## src/rtl/rpdc_pkg.sv

```systemverilog
// shared constants, types and helpers of the record/play drift compensator
package rpdc_pkg;

  localparam int unsigned POS_W          = 18;
  localparam int unsigned COUNT_BITS_DEF = 32;
  localparam int unsigned RATE_W         = 18;
  localparam int unsigned LAT_W          = 32;
  localparam int unsigned RING_W         = 19;
  localparam int unsigned CFG_DW         = 19;
  localparam int unsigned CFG_AW         = 3;
  localparam int unsigned IN_DW          = 40;
  localparam int unsigned IN_UW          = 1;
  localparam int unsigned OUT_DW         = 56;
  localparam int unsigned OUT_UW         = 4;

  localparam logic [POS_W-1:0]  POS_MAX       = '1;
  localparam logic [RATE_W-1:0] RATE_MAX      = '1;
  localparam logic [POS_W-1:0]  NATIVE_RST    = 18'd48000;
  localparam logic [POS_W-1:0]  TARGET_RST    = 18'd2400;
  localparam logic [POS_W-1:0]  BAND_RST      = 18'd48;
  localparam logic [RING_W-1:0] RING_RST      = 19'd48000;

  localparam int unsigned RATE_DIV   = 50;
  localparam int unsigned RECIP_SH   = 24;
  localparam int unsigned RATE_RECIP = ((1 << RECIP_SH) + RATE_DIV - 1) / RATE_DIV;
  localparam int unsigned RECIP_W    = 19;
  localparam int unsigned STEP_W     = 13;
  localparam logic [STEP_W-1:0] STEP_RST = 13'd960;

  localparam int unsigned SMOOTH_SH = 15;
  localparam int unsigned ACC_W     = 49;
  localparam logic signed [ACC_W-1:0] SMOOTH_TAKE = 49'sd983;

  localparam logic signed [LAT_W-1:0] LAT_MAX = 32'sh7FFF_FFFF;
  localparam logic signed [LAT_W-1:0] LAT_MIN = 32'sh8000_0000;

  typedef enum logic [CFG_AW-1:0] {
    REG_ENABLE = 3'd0,
    REG_NATIVE = 3'd1,
    REG_TARGET = 3'd2,
    REG_BAND   = 3'd3,
    REG_RING   = 3'd4
  } cfg_reg_t;

  // position advance around the ring, saturated to the position width
  function automatic logic [POS_W-1:0] advance(input logic [POS_W-1:0] pos,
                                               input logic [POS_W-1:0] last,
                                               input logic [RING_W-1:0] ring);
    logic [RING_W:0] up;
    logic [RING_W:0] d;
    up = (RING_W+1)'(pos) + (RING_W+1)'(ring);
    if (pos >= last) begin
      d = (RING_W+1)'(pos) - (RING_W+1)'(last);
    end else if (up < (RING_W+1)'(last)) begin
      d = '0;
    end else begin
      d = up - (RING_W+1)'(last);
    end
    return (d > (RING_W+1)'(POS_MAX)) ? POS_MAX : d[POS_W-1:0];
  endfunction

endpackage

```

## src/rtl/record_play_drift_compensator.sv

```systemverilog
// top level of the record/play drift compensator
// an accepted poll is registered in s1_*_r, then s2_r, then the out_t* outputs
// throughput: one poll per cycle unless out_tready stalls it; stage a holds the
//   positions and totals, stage b the smoothed latency loop: one multiply by 983
// reset: rst_n low at a clock edge clears the pipeline and loads the register
//   and state reset values; no clearing pass is needed
module record_play_drift_compensator #(
  parameter int unsigned COUNT_BITS = rpdc_pkg::COUNT_BITS_DEF
) (
  input  logic                          clk,
  input  logic                          rst_n,
  input  logic                          cfg_we,
  input  logic [rpdc_pkg::CFG_AW-1:0]   cfg_addr,
  input  logic [rpdc_pkg::CFG_DW-1:0]   cfg_wdata,
  input  logic                          in_tvalid,
  output logic                          in_tready,
  // record_position, play_position, zero fill
  input  logic [rpdc_pkg::IN_DW-1:0]    in_tdata,
  // recording_active
  input  logic [rpdc_pkg::IN_UW-1:0]    in_tuser,
  output logic                          out_tvalid,
  input  logic                          out_tready,
  // playback_rate, latency_estimate, zero fill
  output logic [rpdc_pkg::OUT_DW-1:0]   out_tdata,
  // start_playback, playing, paused, rate_valid
  output logic [rpdc_pkg::OUT_UW-1:0]   out_tuser
);

  localparam int unsigned PW = rpdc_pkg::POS_W;
  localparam int unsigned LW = rpdc_pkg::LAT_W;
  localparam int unsigned DW = (COUNT_BITS > LW) ? COUNT_BITS : LW + 1;

  typedef struct packed {
    logic                 calc;
    logic                 start;
    logic                 playing;
    logic                 paused;
    logic signed [LW-1:0] lat;
    logic [PW-1:0]        adj;
  } stage_t;

  // configuration
  logic                             enable_r;
  logic [PW-1:0]                    native_r;
  logic [rpdc_pkg::STEP_W-1:0]      step_r;
  logic [PW-1:0]                    target_r;
  logic [PW-1:0]                    band_r;
  logic [rpdc_pkg::RING_W-1:0]      ring_r;
  logic [PW+rpdc_pkg::RECIP_W-1:0]  step_prod;
  logic                             target_wr;

  // pipeline control
  logic rdy_o, rdy2, fire_in, fire1, fire2;
  logic v1_r, v2_r, ov_r;

  // stage 1 input register
  logic [PW-1:0] s1_rpos_r, s1_ppos_r;
  logic          s1_rec_r;

  // stage a state
  logic [PW-1:0]         last_rec_r, last_play_r, small_r, adj_r;
  logic [COUNT_BITS-1:0] rec_tot_r, play_tot_r;
  logic                  playing_r, paused_r;

  logic [PW-1:0]                rd, pd, adj_a;
  logic [COUNT_BITS-1:0]        rec_tot_a, play_tot_a;
  logic                         take, start_a, playing_a, paused_a;
  logic signed [COUNT_BITS-1:0] diff_a;
  logic signed [DW-1:0]         diff_x;
  logic signed [LW-1:0]         lat_a;
  stage_t                       s2_nxt, s2_r;

  // stage b state
  logic signed [LW-1:0]                smooth_r, smooth_b, lat_out;
  logic signed [LW:0]                  dlt;
  logic signed [rpdc_pkg::ACC_W-1:0]   acc, quo;
  logic signed [PW+1:0]                lo, hi;
  logic [PW:0]                         rate_up;
  logic [rpdc_pkg::RATE_W-1:0]         rate_b;

  assign rdy_o     = !ov_r || out_tready;
  assign rdy2      = !v2_r || rdy_o;
  assign in_tready = !v1_r || rdy2;
  assign fire_in   = in_tvalid && in_tready;
  assign fire1     = v1_r && rdy2;
  assign fire2     = v2_r && rdy_o;

  assign target_wr = cfg_we && (cfg_addr == rpdc_pkg::REG_TARGET);
  assign step_prod = (PW+rpdc_pkg::RECIP_W)'(cfg_wdata[PW-1:0])
                   * (PW+rpdc_pkg::RECIP_W)'(rpdc_pkg::RATE_RECIP);

  always_ff @(posedge clk) begin
    if (!rst_n) begin
      enable_r <= 1'b0;
      native_r <= rpdc_pkg::NATIVE_RST;
      step_r   <= rpdc_pkg::STEP_RST;
      target_r <= rpdc_pkg::TARGET_RST;
      band_r   <= rpdc_pkg::BAND_RST;
      ring_r   <= rpdc_pkg::RING_RST;
    end else if (cfg_we) begin
      case (cfg_addr)
        rpdc_pkg::REG_ENABLE: enable_r <= cfg_wdata[0];
        rpdc_pkg::REG_NATIVE: begin
          native_r <= cfg_wdata[PW-1:0];
          step_r   <= step_prod[rpdc_pkg::RECIP_SH +: rpdc_pkg::STEP_W];
        end
        rpdc_pkg::REG_TARGET: target_r <= cfg_wdata[PW-1:0];
        rpdc_pkg::REG_BAND:   band_r   <= cfg_wdata[PW-1:0];
        rpdc_pkg::REG_RING:   ring_r   <= cfg_wdata;
        default: ;
      endcase
    end
  end

  always_ff @(posedge clk) begin
    if (!rst_n) begin
      v1_r <= 1'b0;
      v2_r <= 1'b0;
      ov_r <= 1'b0;
    end else begin
      if (fire_in) begin
        v1_r <= 1'b1;
      end else if (fire1) begin
        v1_r <= 1'b0;
      end
      if (fire1) begin
        v2_r <= 1'b1;
      end else if (fire2) begin
        v2_r <= 1'b0;
      end
      if (fire2) begin
        ov_r <= 1'b1;
      end else if (out_tready) begin
        ov_r <= 1'b0;
      end
    end
  end

  always_ff @(posedge clk) begin
    if (fire_in) begin
      s1_rpos_r <= in_tdata[PW-1:0];
      s1_ppos_r <= in_tdata[2*PW-1:PW];
      s1_rec_r  <= in_tuser[0];
    end
  end

  // stage a: advances, totals, start and pause, measured latency
  always_comb begin
    rd        = rpdc_pkg::advance(s1_rpos_r, last_rec_r, ring_r);
    rec_tot_a = rec_tot_r + COUNT_BITS'(rd);
    take      = (rd != '0) && (rd < small_r);
    adj_a     = adj_r;
    if (take) begin
      adj_a = (rd <= target_r) ? target_r : rd;
    end
    start_a    = !playing_r && (rec_tot_a >= COUNT_BITS'(adj_a));
    playing_a  = playing_r || start_a;
    paused_a   = paused_r || (playing_a && !s1_rec_r);
    pd         = rpdc_pkg::advance(s1_ppos_r, last_play_r, ring_r);
    play_tot_a = playing_a ? (play_tot_r + COUNT_BITS'(pd)) : play_tot_r;
    diff_a     = $signed(rec_tot_a - play_tot_a);
    diff_x     = DW'(diff_a);
    if (diff_x > DW'(rpdc_pkg::LAT_MAX)) begin
      lat_a = rpdc_pkg::LAT_MAX;
    end else if (diff_x < DW'(rpdc_pkg::LAT_MIN)) begin
      lat_a = rpdc_pkg::LAT_MIN;
    end else begin
      lat_a = diff_x[LW-1:0];
    end
    s2_nxt.calc    = enable_r && playing_a;
    s2_nxt.start   = enable_r && start_a;
    s2_nxt.playing = enable_r ? playing_a : playing_r;
    s2_nxt.paused  = enable_r ? paused_a : paused_r;
    s2_nxt.lat     = lat_a;
    s2_nxt.adj     = enable_r ? adj_a : adj_r;
  end

  always_ff @(posedge clk) begin
    if (!rst_n) begin
      last_rec_r  <= '0;
      last_play_r <= '0;
      rec_tot_r   <= '0;
      play_tot_r  <= '0;
      small_r     <= rpdc_pkg::POS_MAX;
      adj_r       <= rpdc_pkg::TARGET_RST;
      playing_r   <= 1'b0;
      paused_r    <= 1'b0;
    end else if (target_wr) begin
      adj_r <= cfg_wdata[PW-1:0];
    end else if (fire1 && enable_r) begin
      last_rec_r <= s1_rpos_r;
      rec_tot_r  <= rec_tot_a;
      adj_r      <= adj_a;
      playing_r  <= playing_a;
      paused_r   <= paused_a;
      if (take) begin
        small_r <= rd;
      end
      if (playing_a) begin
        last_play_r <= s1_ppos_r;
        play_tot_r  <= play_tot_a;
      end
    end
  end

  always_ff @(posedge clk) begin
    if (fire1) begin
      s2_r <= s2_nxt;
    end
  end

  // stage b: 31785*s + 983*l written as 32768*s + 983*(l - s), truncated toward zero
  always_comb begin
    dlt = (LW+1)'(s2_r.lat) - (LW+1)'(smooth_r);
    acc = (rpdc_pkg::ACC_W'(smooth_r) <<< rpdc_pkg::SMOOTH_SH)
        + rpdc_pkg::ACC_W'(dlt) * rpdc_pkg::SMOOTH_TAKE;
    quo = acc >>> rpdc_pkg::SMOOTH_SH;
    if (acc[rpdc_pkg::ACC_W-1] && (acc[rpdc_pkg::SMOOTH_SH-1:0] != '0)) begin
      quo = quo + rpdc_pkg::ACC_W'(1);
    end
    smooth_b = quo[LW-1:0];
    lo       = $signed({2'b00, s2_r.adj}) - $signed({2'b00, band_r});
    hi       = $signed({2'b00, s2_r.adj}) + $signed({2'b00, band_r});
    rate_up  = (PW+1)'(native_r) + (PW+1)'(step_r);
    if ((LW+1)'(smooth_b) < (LW+1)'(lo)) begin
      rate_b = native_r - PW'(step_r);
    end else if ((LW+1)'(smooth_b) > (LW+1)'(hi)) begin
      rate_b = rate_up[PW] ? rpdc_pkg::RATE_MAX : rate_up[PW-1:0];
    end else begin
      rate_b = native_r;
    end
    lat_out = s2_r.calc ? smooth_b : smooth_r;
  end

  always_ff @(posedge clk) begin
    if (!rst_n) begin
      smooth_r <= LW'(rpdc_pkg::TARGET_RST);
    end else if (target_wr) begin
      smooth_r <= LW'(cfg_wdata[PW-1:0]);
    end else if (fire2 && s2_r.calc) begin
      smooth_r <= smooth_b;
    end
  end

  always_ff @(posedge clk) begin
    if (fire2) begin
      out_tdata <= {{(rpdc_pkg::OUT_DW-rpdc_pkg::RATE_W-LW){1'b0}}, lat_out,
                    s2_r.calc ? rate_b : {rpdc_pkg::RATE_W{1'b0}}};
      out_tuser <= {s2_r.calc, s2_r.paused, s2_r.playing, s2_r.start};
    end
  end

  assign out_tvalid = ov_r;

endmodule

```

## config.mk

```make
export PLATFORM = sky130hd
export DESIGN_NAME = record_play_drift_compensator
export DESIGN_NICKNAME = d
export VERILOG_FILES = /design/src/rtl/rpdc_pkg.sv /design/src/rtl/record_play_drift_compensator.sv
export SDC_FILE = /design/constraint.sdc
export NUM_CORES = 2
export LEC_CHECK = 0
export BUFFER_PORTS_ARGS = -buffer_cell sky130_fd_sc_hd__clkbuf_2
export CAP_MARGIN = 40
export CELL_PAD_IN_SITES_DETAIL_PLACEMENT = 1
export CELL_PAD_IN_SITES_GLOBAL_PLACEMENT = 1
export CORE_MARGIN = 5
export CORE_UTILIZATION = 34
export CTS_CLUSTER_SIZE = 20
export DETAILED_ROUTE_END_ITERATION = 8
export HOLD_SLACK_MARGIN = 0.03
export PLACE_DENSITY = 0.61
export REMOVE_ABC_BUFFERS = 1
export SYNTH_ARGS = -nofsm -noshare
export SYNTH_HDL_FRONTEND = slang
export SYNTH_SLANG_ARGS = --single-unit
```

## constraint.sdc

```tcl
create_clock -name clk -period 15.4 [get_ports clk]
set_clock_uncertainty 0.15 [all_clocks]
set_input_delay 0.77 -clock clk [delete_from_list [all_inputs] [get_ports clk]]
set_output_delay 0.77 -clock clk [all_outputs]
set_load 0.02 [all_outputs]
```

# Yosys cells after proc, flatten, opt, wreduce, memory -nomap -nowiden
# Index checks and enable logic that the tools add are counted.
classes:
  mux: 28
  n_bitwise: 2
  magnitude_cmp: 13
  n_reduce_logical: 39
  n_mul: 2
  eq_ne: 4
  add_sub_neg: 16
op_table:
  columns: ["op", "n"]
  rows:
  - ["$mux W18", 12]
  - ["$mux W32", 4]
  - ["$mux W20", 4]
  - ["$add A32 B18 Y32", 2]
  - ["$sub A18 B18 Y19", 3]
  - ["$add A47 B44 Y48", 1]
  - ["$mul A33 B11 Y44 const B", 1]
  - ["$add A18 B19 Y20", 2]
  - ["$gt A20 B18 Y1 const B", 2]
  - ["$lt A20 B18 Y1", 2]
  - ["$sub A20 B18 Y20", 2]
  - ["$mul A18 B19 Y37 const B", 1]
  - ["$ge A18 B18 Y1", 2]
  - ["$sub A32 B32 Y33", 1]
  - ["$add A32 B2 Y32 const B", 1]
  - ["$ge A32 B18 Y1", 1]
  - ["$gt A32 B20 Y1", 1]
  - ["$gt A32 B32 Y1 const B", 1]
  - ["$lt A32 B19 Y1", 1]
  - ["$lt A32 B32 Y1 const B", 1]
  - ["$sub A32 B32 Y32", 1]
  - ["$add A18 B13 Y19", 1]
  - ["$add A18 B18 Y19", 1]
  - ["$le A18 B18 Y1", 1]
  - ["other kinds (17)", 55]
totals:
  output_inout_bits: 62
  reg_bits: 405
  in_bits: 68

# Depth between registers and ports, before layout
depth:
  depth_word: 16
  mapped_depth: 73
  mapped_depth_nobuf: 71

# Worst setup path before layout
# No wires, ideal clock.
synth_path:
  kind: "reg-to-reg"
  startpoint: "register s1_rpos_r[0]"
  endpoint: "register s2_r[46] (netlist name) (data pin)"
  required_ns: 14.991
  setup_time_ns: 0.259
  arrival_time_ns: 12.862
  stages_incl_launch_ff: 69
  n_path_buf: 4
  period_less_slack_ns: 13.271
  setup_slack_ns: 2.129
  path_cell_list: "edfxtp_1 > ha_1 > inv_1 > fa_1 > nor2b_1 > o21bai_1 > a21boi_1 > o21a_1 > o21ai_1 > nand2_1 > xor2_1 > ha_1 > a21o_1 > a21o_1 > a21o_1 > a21o_1 > a41o_1 > a21oi_1 > [33 not listed] > buf_2 > mux2i_1 > fa_1 > a21o_1 > a21oi_1 > o21ai_0 > a21oi_1 > o21bai_1 > a21oi_1 > o2111ai_1 > nand2_1 > o21ai_0 > o41a_1 > a31oi_1 > o311a_1 > nand2b_1 > a21oi_1 > xnor2_1"
synth_between:
  elab_chain_cells: 16
  word_cells_on_any_way: 24
  classes_between: "add/sub (5); order compare (8); mux (7); reduce/logical (4)"
synth_rtl:
  columns: ["element", "line", "source"]
  rows:
  - ["start, declared", "record_play_drift_compensator.sv:57", "logic [PW-1:0] s1_rpos_r, s1_ppos_r;"]
  - ["start signal, assigned", "record_play_drift_compensator.sv:141", "s1_rpos_r <= in_tdata[PW-1:0];"]
  - ["$add A18 B19 Y20", "rpdc_pkg.sv:51", "up = (RING_W+1)'(pos) + (RING_W+1)'(ring);"]
  - ["$sub A20 B18 Y20 / $lt A20 B18 Y1 (equally long branches)", "rpdc_pkg.sv:57, rpdc_pkg.sv:54", null]
  - ["$mux W20", "rpdc_pkg.sv:54", "end else if (up < (RING_W+1)'(last)) begin"]
  - ["$mux W20 *", "rpdc_pkg.sv:52", "if (pos >= last) begin"]
  - ["$gt A20 B18 Y1", "rpdc_pkg.sv:59", "return (d > (RING_W+1)'(POS_MAX)) ? POS_MAX : d[POS_W-1:0];"]
  - ["$mux W18 *", "rpdc_pkg.sv:59", null]
  - ["net rd[1]", "record_play_drift_compensator.sv:65", "logic [PW-1:0] rd, pd, adj_a;"]
  - ["$le A18 B18 Y1 (tied with other cells)", "record_play_drift_compensator.sv:154", "adj_a = (rd <= target_r) ? target_r : rd;"]
  - ["$mux W18 / $logic_and A1 B1 Y1 (equally long branches)", "record_play_drift_compensator.sv:154, record_play_drift_compensator.sv:151", null]
  - ["$mux W18", "record_play_drift_compensator.sv:153", "if (take) begin"]
  - ["$ge A32 B18 Y1", "record_play_drift_compensator.sv:156", "start_a = !playing_r && (rec_tot_a >= COUNT_BITS'(adj_a));"]
  - ["$logic_and A1 B1 Y1", "record_play_drift_compensator.sv:156", null]
  - ["$logic_or A1 B1 Y1", "record_play_drift_compensator.sv:157", "playing_a = playing_r || start_a;"]
  - ["$mux W32", "record_play_drift_compensator.sv:160", "play_tot_a = playing_a ? (play_tot_r + COUNT_BITS'(pd)) : play_tot_r;"]
  - ["$sub A32 B32 Y32 *", "record_play_drift_compensator.sv:161", "diff_a = $signed(rec_tot_a - play_tot_a);"]
  - ["$lt A32 B32 Y1", "record_play_drift_compensator.sv:165", "end else if (diff_x < DW'(rpdc_pkg::LAT_MIN)) begin"]
  - ["$mux W32", "record_play_drift_compensator.sv:165", null]
  - ["end signal, assigned", "record_play_drift_compensator.sv:208", "s2_r <= s2_nxt;"]
  - ["end, declared", "record_play_drift_compensator.sv:71", "stage_t s2_nxt, s2_r;"]
# The timed path passes the listed nets; every way through them passes the cells marked *.
# A chain may end at the register's enable or synchronous reset.

# Final worst setup path
layout_path:
  startpoint: "register ring_r[0] (netlist name)"
  endpoint: "register s2_r[46] (netlist name) (data pin)"
layout_between:
  elab_chain_cells: 16
  word_cells_on_any_way: 30
  classes_between: "add/sub (7); order compare (9); mux (10); reduce/logical (4)"
layout_rtl:
  columns: ["element", "line", "source"]
  rows:
  - ["start, declared", "record_play_drift_compensator.sv:48", "logic [rpdc_pkg::RING_W-1:0] ring_r;"]
  - ["start signal, assigned", "record_play_drift_compensator.sv:99", "ring_r <= rpdc_pkg::RING_RST;"]
  - ["start signal, assigned", "record_play_drift_compensator.sv:109", "rpdc_pkg::REG_RING: ring_r <= cfg_wdata;"]
  - ["$add A18 B19 Y20 *", "rpdc_pkg.sv:51", null]
  - ["$sub A20 B18 Y20 / $lt A20 B18 Y1 (equally long branches)", "rpdc_pkg.sv:57, rpdc_pkg.sv:54", null]
  - ["$mux W20 *", "rpdc_pkg.sv:54", null]
  - ["$mux W20 *", "rpdc_pkg.sv:52", null]
  - ["$gt A20 B18 Y1", "rpdc_pkg.sv:59", null]
  - ["$mux W18 *", "rpdc_pkg.sv:59", null]
  - ["net rd[3]", "record_play_drift_compensator.sv:65", null]
  - ["$le A18 B18 Y1 (tied with other cells)", "record_play_drift_compensator.sv:154", null]
  - ["[2 not listed]", null, null]
  - ["$ge A32 B18 Y1 *", "record_play_drift_compensator.sv:156", null]
  - ["$logic_and A1 B1 Y1 *", "record_play_drift_compensator.sv:156", null]
  - ["$logic_or A1 B1 Y1 *", "record_play_drift_compensator.sv:157", null]
  - ["$mux W32 *", "record_play_drift_compensator.sv:160", null]
  - ["net play_tot_a[0]", "record_play_drift_compensator.sv:66", "logic [COUNT_BITS-1:0] rec_tot_a, play_tot_a;"]
  - ["$sub A32 B32 Y32 *", "record_play_drift_compensator.sv:161", null]
  - ["$lt A32 B32 Y1", "record_play_drift_compensator.sv:165", null]
  - ["$mux W32", "record_play_drift_compensator.sv:165", null]
# Marks and branches as above.

==> run_results.csv <==
group,metric,value,unit
critical_path,end_kind,"flop",
floorplan,dieWidth,382,µm
floorplan,boundaryPins,130,
routing,first_iter_violations,1709,
critical_path,critPathArrivalTime,14630,ps
floorplan,start_util,34.2,%
finish,drive_above_1_share,7.56,%
job,max_cap_viol_count,0,
yosys,ys_seq_area_share,20.3,%
placement,gp_congestion,0.870,
floorplan,die_h,382,µm
clocking,ctsHoldBuffers,0,
yosys,synth_edf_count,145,
clocking,cts.path.max_buffers,3,
sta,min_period,14390,ps
routing,via_count,38515,
floorplan,die-area,0.146,mm²
yosys,yosysTopAreaCellShare,17.8,%
sta,finalWorstSetupSlack,1010,ps
yosys,yosysMostFrequentCell,"inv_1",
routing,wl,149000,µm
critical_path,worstRegToRegCells,73,
yosys,synth_area_leaders,"ha_1 (18%), fa_1 (15%), dfxtp_1 (11%)",
finish,nets,6669,
yosys,synth-async-reset-ratio,0,%
routing,viasPerCell,5.20,
finish,area_growth,10.3,%
yosys,synth-main-ff-cell,"dfxtp_1",
routing,drc,0,
hold_path,min_from,"in_tuser",
yosys,ys_top_cells_by_count,"inv_1 (779), ha_1 (668), nand2_1 (515)",
hold_path,holdPathEnd,"s1_rec_r",
hold_path,hold_class,"in2reg",
yosys,ys_types,107,
grt,grt_pass1_vias,40563,
clocking,cts_made_buffers,48,
sta,fmax,69.5,MHz
yosys,synth_top_area_cell,"ha_1",
clocking,cts.sink_count,405,
critical_path,r2r_setup_slack,1010,ps
finish,num_antenna_cells,0,
placement,hpwl,123000,µm
critical_path,crit_fanout,10,
yosys,netlist_instances,5475,
yosys,syn_avg_cell_area,8.60,µm²
clocking,htreeDepth,2,
critical_path,path_class,"reg2reg",
yosys,yosys_warnings,0,
clocking,cts_root_buf,"clkbuf_16",
grt,grt_use_total,20.0,%
routing,ant_nets,0,
placement,io_buffers,119,
critical_path,crit_path_max_incr_delay,460,ps
floorplan,rows,136,
clocking,clk-insertion-delay-late,650,ps
critical_path,r2r_start,"ring_r[0]",
grt,antenna_found_initial,0,
critical_path,start_kind,"flop",
hold_path,whs_path_depth,1,
clocking,clk_pin_slew_worst_paths,60,ps
critical_path,crit_top_cell,"a21o_1",
routing,route.detailed.wl_per_inst,20.0,µm
yosys,synth_area,0.0471,mm²
sta,slew-limit-headroom,38.7,%
grt,overflow,0,
sta,rsz0062_at_grt,"false",
yosys,ys_ff_latch,405,
placement,dp_slack,769,ps
clocking,tritoncts,"done",
routing,drtPass1Iterations,4,
grt,grt_start_max_net_pins,69,
sta,slew_violations,0,
floorplan,design.core.area,0.137,mm²
outcome,status,"finished clean",
critical_path,cp.required,15640,ps
critical_path,r2r-end,"s2_r[46]",
sta,timing.hold.ws,158,ps
grt,grt_pass1_wl,234000,µm
sta,setup_viol,0,
sta,period_share,93.5,%
sta,tightest_slew,920,ps
critical_path,crit_slowest_cell,"dfxtp_1",
finish,fillCellCount,16317,
sta,hold_viol,0,
==> metal layers <==
layer | track usage [%] | vias to the layer above | wire length, µm
li1 | - | 18971 | -
met1 | 27.2 | 19078 | 70900
met2 | 35.1 | 345 | 71600
met3 | 1.45 | 121 | 2990
met4 | 3.95 | 0 | 3030
met5 | 0 | - | 0
==> worst max path at each step <==
| stage | slack, ps | startpoint | to |
|---|---|---|---|
| 6_report | 1010 | ring_r[0] | s2_r[46] |
| 5_1_grt | 70 | ring_r[0] | s2_r[46] |
| 4_1_cts | 730 | ring_r[1] | s2_r[46] |
| 3_5_place_dp | 770 | ring_r[1] | s2_r[46] |
| 3_3_place_gp | 750 | smooth_r[1] | out_tdata[17] |
| 2_1_floorplan | -610 | s1_rpos_r[0] | s2_r[46] |
==> through the flow <==
stage	setup TNS, ps	instances	util [%]	instance area (µm²)
6_report	0	7413	37.8	51900
5_1_grt	0	7413	37.8	51900
4_1_cts	0	7411	37.7	51900
3_5_place_dp	0	7321	36.4	50100
3_3_place_gp	0	7306	36.3	50000
2_1_floorplan	-2670	5304	-	46400
==> registers in the layout, summed over array words and instances, names as in the netlist, 19 cells and up <==
signal,cells
out_tdata,50
rec_tot_r,32
play_tot_r,32
s2_r,54
ring_r,19
smooth_r,32
==> final cells by class <==
type	count	area [µm²]	area share, %
flip-flops and latches	405	9560	18.4
clock inverters	25	338	0.651
repair buffers	225	1410	2.71
multi-input cells	4120	34000	65.5
clock buffers	65	1430	2.76
well taps	1794	2240	4.32
inverters	779	2930	5.64
==> critical path: cells and delay by family (launching register included) <==
kind	cells	cell delay, ps
AO/OA/AOI/OAI	41	7900
flip-flops	1	460
adder cells (fa/ha/maj)	7	2110
XOR/XNOR	2	270
multiplexers	2	530
AND/OR/NAND/NOR	13	1570
buffers and inverters	8	1090
==> timing repair <==
action / 4_1_cts / 5_1_grt
buffers inserted: 0 / 2
hold endpoints to repair: 0 / 0
endpoints found under the setup margin: 0 / 5
resized for setup: 0 / 8
==> cell families (layout without fill, tap and decap cells) <==
logic type	count (synthesis)	after routing	share of synthesized area [%]
adder cells (fa/ha/maj)	1022	1022	32.8
other	1	6	0.00796
flip-flops	405	405	20.3
AO/OA/AOI/OAI	1317	1317	17.6
XOR/XNOR	316	316	5.93
AND/OR/NAND/NOR	1391	1391	14.1
buffers and inverters	955	1094	7.74
multiplexers	68	68	1.51
==> cell usage in the layout, fill, tap and decap left out, types with 50 or more instances in the layout <==
cell	count
nand4_1	55
nor2_1	286
a21oi_1	458
or3_1	50
nand2b_1	57
clkbuf_16	52
nor2b_1	52
dfxtp_1	259
edfxtp_1	145
xor2_1	100
ha_1	668
inv_1	778
a21o_1	116
o21ai_0	259
fa_1	354
o211ai_1	51
nor3_1	86
clkbuf_2	120
nand3_1	104
a31oi_1	74
xnor2_1	213
o21a_1	56
buf_4	102
nand2_1	515
Power is left out: the tool's default activity adds up to more than one toggle a clock period on the data nets, which glitch-free logic cannot reach.
